### src/sv/fwh_pkg.sv
`timescale 1ns / 1ps
// Shared types and constants of the fixed-width histogram engine.
// Used by the controller, the datapath and the top level; depends on nothing.
package fwh_pkg;

    localparam int DEF_NUM_BINS   = 64;
    localparam int DEF_COUNT_BITS = 32;

    localparam int BIN_IDX_W   = 6;
    localparam int NB_W        = 7;
    // Most bins a request can reach: bins_in_use tops out one below 2**NB_W.
    localparam int REACH_BINS  = 2 ** NB_W - 1;
    localparam int DIV_STEPS   = 32;
    localparam int DIV_CNT_W   = $clog2(DIV_STEPS);

    // Request types.
    localparam logic [1:0] REQ_ADD      = 2'd0;
    localparam logic [1:0] REQ_READ     = 2'd1;
    localparam logic [1:0] REQ_READ_CLR = 2'd2;

    // Result status codes.
    localparam logic [1:0] RS_COUNTED   = 2'd0;
    localparam logic [1:0] RS_RANGE     = 2'd1;
    localparam logic [1:0] RS_READ      = 2'd2;
    localparam logic [1:0] RS_BAD       = 2'd3;

    // Configuration register indexes.
    localparam logic [1:0] CFG_BIN_START   = 2'd0;
    localparam logic [1:0] CFG_BIN_WIDTH   = 2'd1;
    localparam logic [1:0] CFG_BINS_IN_USE = 2'd2;

    typedef struct packed {
        logic [1:0]         req_type;
        logic signed [31:0] sample_value;
        logic [5:0]         bin_index;
    } req_t;

    typedef struct packed {
        logic [31:0] bin_total;
        logic [5:0]  result_bin;
        logic [1:0]  status;
    } rsp_t;

    typedef enum logic [2:0] {
        ST_CLEAR,
        ST_IDLE,
        ST_DIV,
        ST_CHECK,
        ST_MEM_RD,
        ST_FINISH
    } state_t;

    typedef struct packed {
        logic load;
        logic div_step;
        logic check;
        logic mem_rd;
        logic finish;
        logic clear;
    } cmd_t;

    typedef struct packed {
        logic div_last;
        logic hit;
        logic clr_last;
        logic out_free;
    } sts_t;

endpackage

### src/sv/fixed_width_histogram_top.sv
`timescale 1ns / 1ps
// Top level of the fixed-width histogram engine: joins controller and datapath.
// Depends on fwh_pkg, fwh_ctrl and fwh_datapath.
//
// Each request gives exactly one result. An add-sample request goes from
// acceptance to the next acceptance through taking the request, 32 steps of
// the one-bit-per-cycle restoring divider that finds the bin, the range
// check, the registered bin memory read and a last step that writes the bin
// back and loads the result register. Read and read-and-clear requests skip
// the divider. A request that counts nothing or reads no bin skips the memory
// read. The last step waits for as long as an earlier result is still stalled
// in the output register. A result waits in the output register while the
// next request is accepted and worked on. After reset the engine stalls its
// input for a clearing pass over min(NUM_BINS, 127) bins, one bin per cycle;
// configuration writes are taken at any time and must only be made while
// idle.
module fixed_width_histogram_top #(
    parameter int NUM_BINS   = fwh_pkg::DEF_NUM_BINS,
    parameter int COUNT_BITS = fwh_pkg::DEF_COUNT_BITS
) (
    input  logic            clk,
    input  logic            rst_n,
    input  logic            in_valid,
    output logic            in_stall,
    input  fwh_pkg::req_t   in_data,
    output logic            out_valid,
    input  logic            out_stall,
    output fwh_pkg::rsp_t   out_data,
    input  logic            cfg_wr_en,
    input  logic [1:0]      cfg_index,
    input  logic [31:0]     cfg_data
);
    import fwh_pkg::*;

    cmd_t cmd;
    sts_t sts;

    fwh_ctrl u_ctrl (
        .clk      (clk),
        .rst_n    (rst_n),
        .in_valid (in_valid),
        .req_type (in_data.req_type),
        .in_stall (in_stall),
        .sts      (sts),
        .cmd      (cmd)
    );

    fwh_datapath #(
        .NUM_BINS   (NUM_BINS),
        .COUNT_BITS (COUNT_BITS)
    ) u_datapath (
        .clk       (clk),
        .rst_n     (rst_n),
        .cmd       (cmd),
        .sts       (sts),
        .in_data   (in_data),
        .cfg_wr_en (cfg_wr_en),
        .cfg_index (cfg_index),
        .cfg_data  (cfg_data),
        .out_valid (out_valid),
        .out_stall (out_stall),
        .out_data  (out_data)
    );

    // After a request is taken the engine is busy until its result is loaded.
    a_busy_after_accept: assert property (@(posedge clk) disable iff (!rst_n)
        (in_valid && !in_stall) |=> in_stall)
        else $error("input not stalled after a request was accepted");

    a_stall_in_clear: assert property (@(posedge clk) disable iff (!rst_n)
        cmd.clear |-> (in_stall && !cmd.finish))
        else $error("request taken or result loaded during clearing pass");

    a_finish_shows: assert property (@(posedge clk) disable iff (!rst_n)
        cmd.finish |=> out_valid)
        else $error("finished result did not appear at the output");

    a_valid_source: assert property (@(posedge clk) disable iff (!rst_n)
        $rose(out_valid) |-> $past(cmd.finish))
        else $error("result appeared without a finished request");

endmodule

### src/sv/fwh_ctrl.sv
`timescale 1ns / 1ps
// Sequencer of the histogram engine: after the clearing pass that follows reset,
// walks each request through divide (add-sample only), check, bin read (on a hit) and result. Depends on fwh_pkg.
module fwh_ctrl (
    input  logic                clk,
    input  logic                rst_n,
    input  logic                in_valid,
    input  logic [1:0]          req_type,
    output logic                in_stall,
    input  fwh_pkg::sts_t       sts,
    output fwh_pkg::cmd_t       cmd
);
    import fwh_pkg::*;

    state_t state_reg;
    state_t state_next;

    always_ff @(posedge clk or negedge rst_n)
    begin
        if (!rst_n)
        begin
            state_reg <= ST_CLEAR;
        end
        else
        begin
            state_reg <= state_next;
        end
    end

    always_comb
    begin
        state_next = state_reg;
        unique case (state_reg)
            ST_CLEAR:
            begin
                if (sts.clr_last)
                begin
                    state_next = ST_IDLE;
                end
            end
            ST_IDLE:
            begin
                if (in_valid)
                begin
                    state_next = (req_type == REQ_ADD) ? ST_DIV : ST_CHECK;
                end
            end
            ST_DIV:
            begin
                if (sts.div_last)
                begin
                    state_next = ST_CHECK;
                end
            end
            ST_CHECK:
            begin
                state_next = sts.hit ? ST_MEM_RD : ST_FINISH;
            end
            ST_MEM_RD:
            begin
                state_next = ST_FINISH;
            end
            ST_FINISH:
            begin
                if (sts.out_free)
                begin
                    state_next = ST_IDLE;
                end
            end
            default:
            begin
                state_next = ST_IDLE;
            end
        endcase
    end

    always_comb
    begin
        in_stall     = (state_reg != ST_IDLE);
        cmd.load     = (state_reg == ST_IDLE) && in_valid;
        cmd.div_step = (state_reg == ST_DIV);
        cmd.check    = (state_reg == ST_CHECK);
        cmd.mem_rd   = (state_reg == ST_MEM_RD);
        // The result is only loaded once the output register can take it.
        cmd.finish   = (state_reg == ST_FINISH) && sts.out_free;
        cmd.clear    = (state_reg == ST_CLEAR);
    end

endmodule

### src/sv/fwh_datapath.sv
`timescale 1ns / 1ps
// Datapath of the histogram engine: configuration registers, the restoring
// divider, the bin counter memory and the result register. Depends on fwh_pkg.
module fwh_datapath #(
    parameter int NUM_BINS   = fwh_pkg::DEF_NUM_BINS,
    parameter int COUNT_BITS = fwh_pkg::DEF_COUNT_BITS
) (
    input  logic                clk,
    input  logic                rst_n,
    input  fwh_pkg::cmd_t       cmd,
    output fwh_pkg::sts_t       sts,
    input  fwh_pkg::req_t       in_data,
    input  logic                cfg_wr_en,
    input  logic [1:0]          cfg_index,
    input  logic [31:0]         cfg_data,
    output logic                out_valid,
    input  logic                out_stall,
    output fwh_pkg::rsp_t       out_data
);
    import fwh_pkg::*;

    localparam int IDX_W     = (NUM_BINS > 1) ? $clog2(NUM_BINS) : 1;
    localparam int CLR_DEPTH = (NUM_BINS < REACH_BINS) ? NUM_BINS : REACH_BINS;
    localparam logic [NB_W-1:0]  NB_CAP   = NB_W'(CLR_DEPTH);
    localparam logic [IDX_W-1:0] CLR_LAST = IDX_W'(CLR_DEPTH - 1);

    // Configuration.
    logic signed [31:0] bin_start_reg;
    logic [15:0]        bin_width_reg;
    logic [NB_W-1:0]    bins_in_use_reg;

    always_ff @(posedge clk or negedge rst_n)
    begin
        if (!rst_n)
        begin
            bin_start_reg   <= '0;
            bin_width_reg   <= 16'd1;
            bins_in_use_reg <= 7'd64;
        end
        else if (cfg_wr_en)
        begin
            unique case (cfg_index)
                CFG_BIN_START:   bin_start_reg   <= cfg_data;
                CFG_BIN_WIDTH:   bin_width_reg   <= cfg_data[15:0];
                CFG_BINS_IN_USE: bins_in_use_reg <= cfg_data[NB_W-1:0];
                default:         ;
            endcase
        end
    end

    logic [NB_W-1:0] active_bins;
    assign active_bins = (bins_in_use_reg > NB_CAP) ? NB_CAP : bins_in_use_reg;

    // Request capture and offset; the offset is exact in 33 bits.
    logic signed [32:0] offset;
    assign offset = {in_data.sample_value[31], in_data.sample_value}
                  - {bin_start_reg[31], bin_start_reg};

    logic [1:0]           req_type_reg;
    logic [BIN_IDX_W-1:0] req_idx_reg;
    logic                 off_neg_reg;
    logic [31:0]          quo_reg;
    logic [15:0]          rem_reg;
    logic [DIV_CNT_W-1:0] div_cnt_reg;

    // One quotient bit per step.
    logic [16:0] rem_shift;
    logic [16:0] rem_diff;
    logic        q_bit;
    assign rem_shift = {rem_reg, quo_reg[31]};
    assign rem_diff  = rem_shift - {1'b0, bin_width_reg};
    assign q_bit     = (rem_shift >= {1'b0, bin_width_reg});

    always_ff @(posedge clk)
    begin
        if (cmd.load)
        begin
            req_type_reg <= in_data.req_type;
            req_idx_reg  <= in_data.bin_index;
            off_neg_reg  <= offset[32];
            quo_reg      <= offset[31:0];
            rem_reg      <= '0;
        end
        else if (cmd.div_step)
        begin
            quo_reg <= {quo_reg[30:0], q_bit};
            rem_reg <= q_bit ? rem_diff[15:0] : rem_shift[15:0];
        end
    end

    always_ff @(posedge clk or negedge rst_n)
    begin
        if (!rst_n)
        begin
            div_cnt_reg <= '0;
        end
        else if (cmd.load)
        begin
            div_cnt_reg <= '0;
        end
        else if (cmd.div_step)
        begin
            div_cnt_reg <= div_cnt_reg + DIV_CNT_W'(1);
        end
    end

    // Range and index check.
    logic                 hit;
    logic [1:0]           stat;
    logic [BIN_IDX_W-1:0] rbin;
    logic [IDX_W-1:0]     addr;

    always_comb
    begin
        hit  = 1'b0;
        stat = RS_BAD;
        rbin = req_idx_reg;
        addr = IDX_W'(req_idx_reg);
        unique case (req_type_reg)
            REQ_ADD:
            begin
                hit  = !off_neg_reg && (bin_width_reg != '0) && (active_bins != '0)
                    && (quo_reg < {{(32 - NB_W){1'b0}}, active_bins});
                stat = hit ? RS_COUNTED : RS_RANGE;
                rbin = hit ? quo_reg[BIN_IDX_W-1:0] : '0;
                addr = IDX_W'(quo_reg);
            end
            REQ_READ, REQ_READ_CLR:
            begin
                hit  = ({1'b0, req_idx_reg} < active_bins);
                stat = hit ? RS_READ : RS_BAD;
            end
            default:
            begin
                hit  = 1'b0;
                stat = RS_BAD;
            end
        endcase
    end

    logic                 hit_reg;
    logic [1:0]           stat_reg;
    logic [BIN_IDX_W-1:0] rbin_reg;
    logic [IDX_W-1:0]     addr_reg;

    always_ff @(posedge clk)
    begin
        if (cmd.check)
        begin
            hit_reg  <= hit;
            stat_reg <= stat;
            rbin_reg <= rbin;
            addr_reg <= addr;
        end
    end

    // Clearing pass over every reachable bin after reset.
    logic [IDX_W-1:0] clr_cnt_reg;

    always_ff @(posedge clk or negedge rst_n)
    begin
        if (!rst_n)
        begin
            clr_cnt_reg <= '0;
        end
        else if (cmd.clear)
        begin
            clr_cnt_reg <= clr_cnt_reg + IDX_W'(1);
        end
    end

    // Bin counter memory.
    logic [COUNT_BITS-1:0] mem [NUM_BINS];
    logic [COUNT_BITS-1:0] rd_data_reg;
    logic [COUNT_BITS-1:0] cnt_inc;
    logic                  mem_we;
    logic [IDX_W-1:0]      mem_waddr;
    logic [COUNT_BITS-1:0] mem_wdata;

    assign cnt_inc = (&rd_data_reg) ? rd_data_reg : rd_data_reg + COUNT_BITS'(1);

    always_comb
    begin
        mem_we    = 1'b0;
        mem_waddr = addr_reg;
        mem_wdata = '0;
        if (cmd.clear)
        begin
            mem_we    = 1'b1;
            mem_waddr = clr_cnt_reg;
        end
        else if (cmd.finish && hit_reg)
        begin
            mem_we    = (req_type_reg == REQ_ADD) || (req_type_reg == REQ_READ_CLR);
            mem_wdata = (req_type_reg == REQ_ADD) ? cnt_inc : '0;
        end
    end

    always_ff @(posedge clk)
    begin
        if (mem_we)
        begin
            mem[mem_waddr] <= mem_wdata;
        end
        if (cmd.mem_rd)
        begin
            rd_data_reg <= mem[addr_reg];
        end
    end

    // Result register.
    logic [COUNT_BITS-1:0] total;
    logic [63:0]           total_wide;
    logic                  out_valid_reg;
    rsp_t                  out_data_reg;

    assign total      = !hit_reg ? '0
                      : (req_type_reg == REQ_ADD) ? cnt_inc : rd_data_reg;
    assign total_wide = 64'(total);

    always_ff @(posedge clk or negedge rst_n)
    begin
        if (!rst_n)
        begin
            out_valid_reg <= 1'b0;
        end
        else if (cmd.finish)
        begin
            out_valid_reg <= 1'b1;
        end
        else if (!out_stall)
        begin
            out_valid_reg <= 1'b0;
        end
    end

    always_ff @(posedge clk)
    begin
        if (cmd.finish)
        begin
            out_data_reg.bin_total  <= total_wide[31:0];
            out_data_reg.result_bin <= rbin_reg;
            out_data_reg.status     <= stat_reg;
        end
    end

    assign out_valid = out_valid_reg;
    assign out_data  = out_data_reg;

    assign sts.div_last = (div_cnt_reg == DIV_CNT_W'(DIV_STEPS - 1));
    assign sts.hit      = hit;
    assign sts.clr_last = (clr_cnt_reg == CLR_LAST);
    assign sts.out_free = !out_valid_reg || !out_stall;

endmodule
### config.mk
export PLATFORM = sky130hd
export DESIGN_NAME = fixed_width_histogram_top
export DESIGN_NICKNAME = d
export VERILOG_FILES = /design/src/sv/fwh_pkg.sv /design/src/sv/fixed_width_histogram_top.sv /design/src/sv/fwh_ctrl.sv /design/src/sv/fwh_datapath.sv
export SDC_FILE = /design/constraint.sdc
export NUM_CORES = 2
export LEC_CHECK = 0
export BUFFER_PORTS_ARGS = -buffer_cell sky130_fd_sc_hd__buf_2
export CORE_MARGIN = 5
export CORE_UTILIZATION = 40
export CTS_CLUSTER_DIAMETER = 40
export DETAILED_ROUTE_END_ITERATION = 10
export PLACE_DENSITY = 0.54
export RECOVER_POWER = 100
export SYNTH_ARGS = -nofsm -noshare
export SYNTH_HDL_FRONTEND = slang
export SYNTH_SLANG_ARGS = --single-unit
### constraint.sdc
create_clock -name clk -period 7.6 [get_ports clk]
set_clock_uncertainty 0.1 [all_clocks]
set_input_delay 1.52 -clock clk [delete_from_list [all_inputs] [get_ports clk]]
set_output_delay 1.52 -clock clk [all_outputs]
set_load 0.005 [all_outputs]
==> flow_summary.yaml <==
clock_network:
  tritoncts_num_sinks: 2262
  cts_inserted_buffers: 327
  max-clock-path-buffers: 4
  cts.hold.buffers_added: 0
  clkSlewWorstSetupHoldPaths_ns: 0.05
  clk_latency_ns: 0.93
  post_cts_resize_count: 0
  clock_root_buffer_master: "sky130_fd_sc_hd__clkbuf_16"
  tritoncts: "done"
  post-cts-setup-buffer-count: 0
  h-tree-depth: 5
die:
  floorplan.die_area_mm2: 0.2343
  chipWidth_um: 484.1
  top_level_i_o_count: 121
  initial_utilization: 0.4009
  die_h_um: 484.1
  core_area_mm2: 0.2242
  floorplan.rows: 174
setup_path:
  r2r_cells: 8
  path_depth: 8
  cpMostUsedCell: "sky130_fd_sc_hd__clkbuf_1"
  regToRegEndpoint: "u_datapath.mem[0][29]"
  crit_arrival_ns: 6.28
  timing.critical_path.to_type: "flop"
  crit_path_max_fanout: 23
  worstReg2RegStart: "u_datapath.req_type_reg[0]"
  minimum_setup_slack_among_reg_to_reg_paths_ns: 1.69
  timing.critical_path.slowest_stage_cell: "sky130_fd_sc_hd__clkbuf_1"
  criticalPathCategory: "flop to flop"
  crit_chain: "inv_1 -> ha_1 -> clkbuf_1 -> o211ai_1 -> o22ai_1 -> nand2_1 -> nor2_4 -> clkbuf_1"
  critPathRequiredTime_ns: 7.97
  cp-start-kind: "flop"
  cp_num_buf_inv: 3
  worst_path_largest_cell_delay_ns: 1.12
  critical-path-top-delay-family: "buffers and inverters"
yosys:
  syn-cell-area_mm2: 0.08989
  syn_area_per_cell_um2: 21.35
  postSynthNetCount: 4359
  area_leader_netlist: "sky130_fd_sc_hd__edfxtp_1"
  synth-async-reset-ratio: 0.03095
  synth-warning-count: 0
  synth.lib_cells_used.distinct: 72
  synth.top_cells.by_area: "sky130_fd_sc_hd__edfxtp_1, sky130_fd_sc_hd__mux4_2, sky130_fd_sc_hd__dfrtp_1"
  synth_enable_flop_cells: 2176
  syn-instance-count: 4211
  share_of_the_yosys_chip_area_belonging_to_registers: 0.7500
  synth_top_flop_cell: "sky130_fd_sc_hd__edfxtp_1"
  synth_top_cell_area_share: 0.7269
  synth.ff_latch_count: 2262
timing:
  period_minus_slack_ns: 5.914
  unrepaired_setup_endpoints_after_global_routing: "false"
  max_clock_freq_mhz: 169.1
  timing.hold.ws_ns: 0.3180
  final_setup_violation_count: 0
  setup_tns_ns: 0
  slew_headroom: -1.737
  worstMarginPinSlew_ns: 4.106
  layout_worst_path_cycle_share: 0.7781
  timing.final.hold_violations: 0
  timing.final.ws_setup_ns: 1.686
  report.final.slew_viol_count: 962
global_routing:
  grt_antenna_before_repair: 21
  grtUsageTotal: 0.1836
  global_route_total_overflow: 0
  first_global_vias: 44150
  maximum_number_of_pins_on_one_net_before_global_route_repair: 129
  wire_length_of_the_first_global_routing_pass_mm: 316.4
route:
  route.detailed.wl_per_inst_um: 27.88
  finalWirelength_mm: 217.9
  drt_pre_antenna_iters: 7
  drt_iter0_drc: 4267
  avgViaCountPerCell: 5.523
  drcViolationCount: 0
  drtAntennaViolNets: 0
  detailroute.via_count: 43160
finish:
  layout_cell_share_with_drive_strength_beyond_1: 0.3052
  final-instance-count-excl-fill: 7815
  ff_latch_area_mm2: 0.06742
  postLayoutCellArea_mm2: 0.1054
  nNetsFinal: 4725
  layout.cells.most_common_list: "sky130_fd_sc_hd__edfxtp_1, sky130_fd_sc_hd__mux4_2, sky130_fd_sc_hd__clkbuf_16"
  fillCellCount: 18610
  largest_register_ff_count: 2048
  final_common_cell: "sky130_fd_sc_hd__edfxtp_1"
  area_delta_synth_final_pct: 17.28
  multi_input_comb_area_mm2: 0.02191
placed_design:
  dpl-instance-area_mm2: 0.09513
  place.detailed.instances: 7236
  numPortBuffers: 120
  place_hpwl_mm: 131.5
  pre_cts_ws_ns: 2.589
  routabilityCongestion: 0.8123
run_status:
  outcome: "complete, but fails checks"
  violations: "capacitance limit, slew limit"
run:
  max-cap-violations: 24
min_path:
  timing.hold.worst.start: "u_datapath.rbin_reg[2]"
  hold-path-endpoint: "u_datapath.out_data[4]"
  worst_hold_path_type: "flop to flop"
  holdPathStages: 0
power_and_ir_drop:
  ir_drop_mv: 0.1687
  power_density_mw_per_mm2: 272.3
  cellLeakagePower_uw: 0.02789
==> logic make-up after synthesis <==
| family | after synthesis | synth area share |
|---|---|---|
| compound gates | 258 | 0.01789 |
| flops | 2262 | 0.7500 |
| simple gates | 532 | 0.02703 |
| mux | 721 | 0.1735 |
| buf+inv | 279 | 0.01311 |
| fa+ha+maj | 69 | 0.009771 |
| xor+xnor | 90 | 0.008769 |
==> report_power, final <==
part	total, µW	internal, µW	switching [µW]
Combinational	579	247	332
Clock	14600	9000	5580
Sequential	13500	13500	32.3
Total	28700	22800	5940
==> how the worst max path moves through the flow <==
stage | end | from | slack [ns]
after floorplan | u_datapath.mem[0][11] | out_stall | 0.84
after global routing | u_datapath.mem[0][27] | u_datapath.req_type_reg[1] | 1.52
after global placement | u_datapath.mem[1][23] | out_stall | 2.67
final | u_datapath.mem[0][29] | u_datapath.req_type_reg[0] | 1.69
after detailed placement | u_datapath.mem[36][18] | out_stall | 2.59
after CTS | u_datapath.mem[1][27] | u_datapath.req_type_reg[0] | 3.16
==> area by class of cell <==
cell class | count | area share
timing repair buffer | 237 | 0.01410
multi-input combinational | 1670 | 0.2078
sequential | 2262 | 0.6394
inverter | 79 | 0.002813
clock buffer | 362 | 0.08005
tap | 2992 | 0.03551
antenna | 3 | 0.00007120
clock inverter | 210 | 0.02019
==> through the flow <==
step                power (µW)  utilization
finish                   28710       0.4702
detailed placement       14380       0.4242
floorplan                14220            -
CTS                      29030       0.4714
global placement         14380       0.4242
global route             29670       0.4701
==> metal layers <==
layer	vias up	wire length (µm)	track usage	share of wire
li1	18390	-	-	-
met1	23030	96340	0.2699	0.44
met2	1404	101000	0.2797	0.46
met3	340	15140	0.03955	0.069
met4	0	5449	0.04999	0.025
met5	-	0	0	0
==> synth_stat cells, drive strengths merged (3+ instances only) <==
cell type  number
ha             67
or3b            3
mux2           35
o21a           13
edfxtp       2176
o211ai          4
nor3           23
a211oi          6
buf            89
xnor2          38
nand4          29
o21bai          3
nand2         184
dfxtp          16
nor2b          13
inv            78
clkbuf        111
o31ai          18
mux2i          20
a21boi          3
mux4          666
nor3b           4
nand2b          3
o21ai         101
and2            9
nand3          39
a31oi           5
and3           15
xor2           52
or2             3
nor2          164
a21oi          47
nor4           14
dfrtp          68
or3            11
a21o           28
nand3b         12
==> worst reg2reg max path, stage by stage, from the launching register on <==
cell and delay [ns]:
sky130_fd_sc_hd__edfxtp_1 0.39, sky130_fd_sc_hd__inv_1 0.13, sky130_fd_sc_hd__ha_1 0.40, sky130_fd_sc_hd__clkbuf_1 1.08, sky130_fd_sc_hd__o211ai_1 0.45, sky130_fd_sc_hd__o22ai_1 0.42, sky130_fd_sc_hd__nand2_1 0.56, sky130_fd_sc_hd__nor2_4 0.79
sky130_fd_sc_hd__clkbuf_1 1.12
Power figures use the tool's default switching activity.
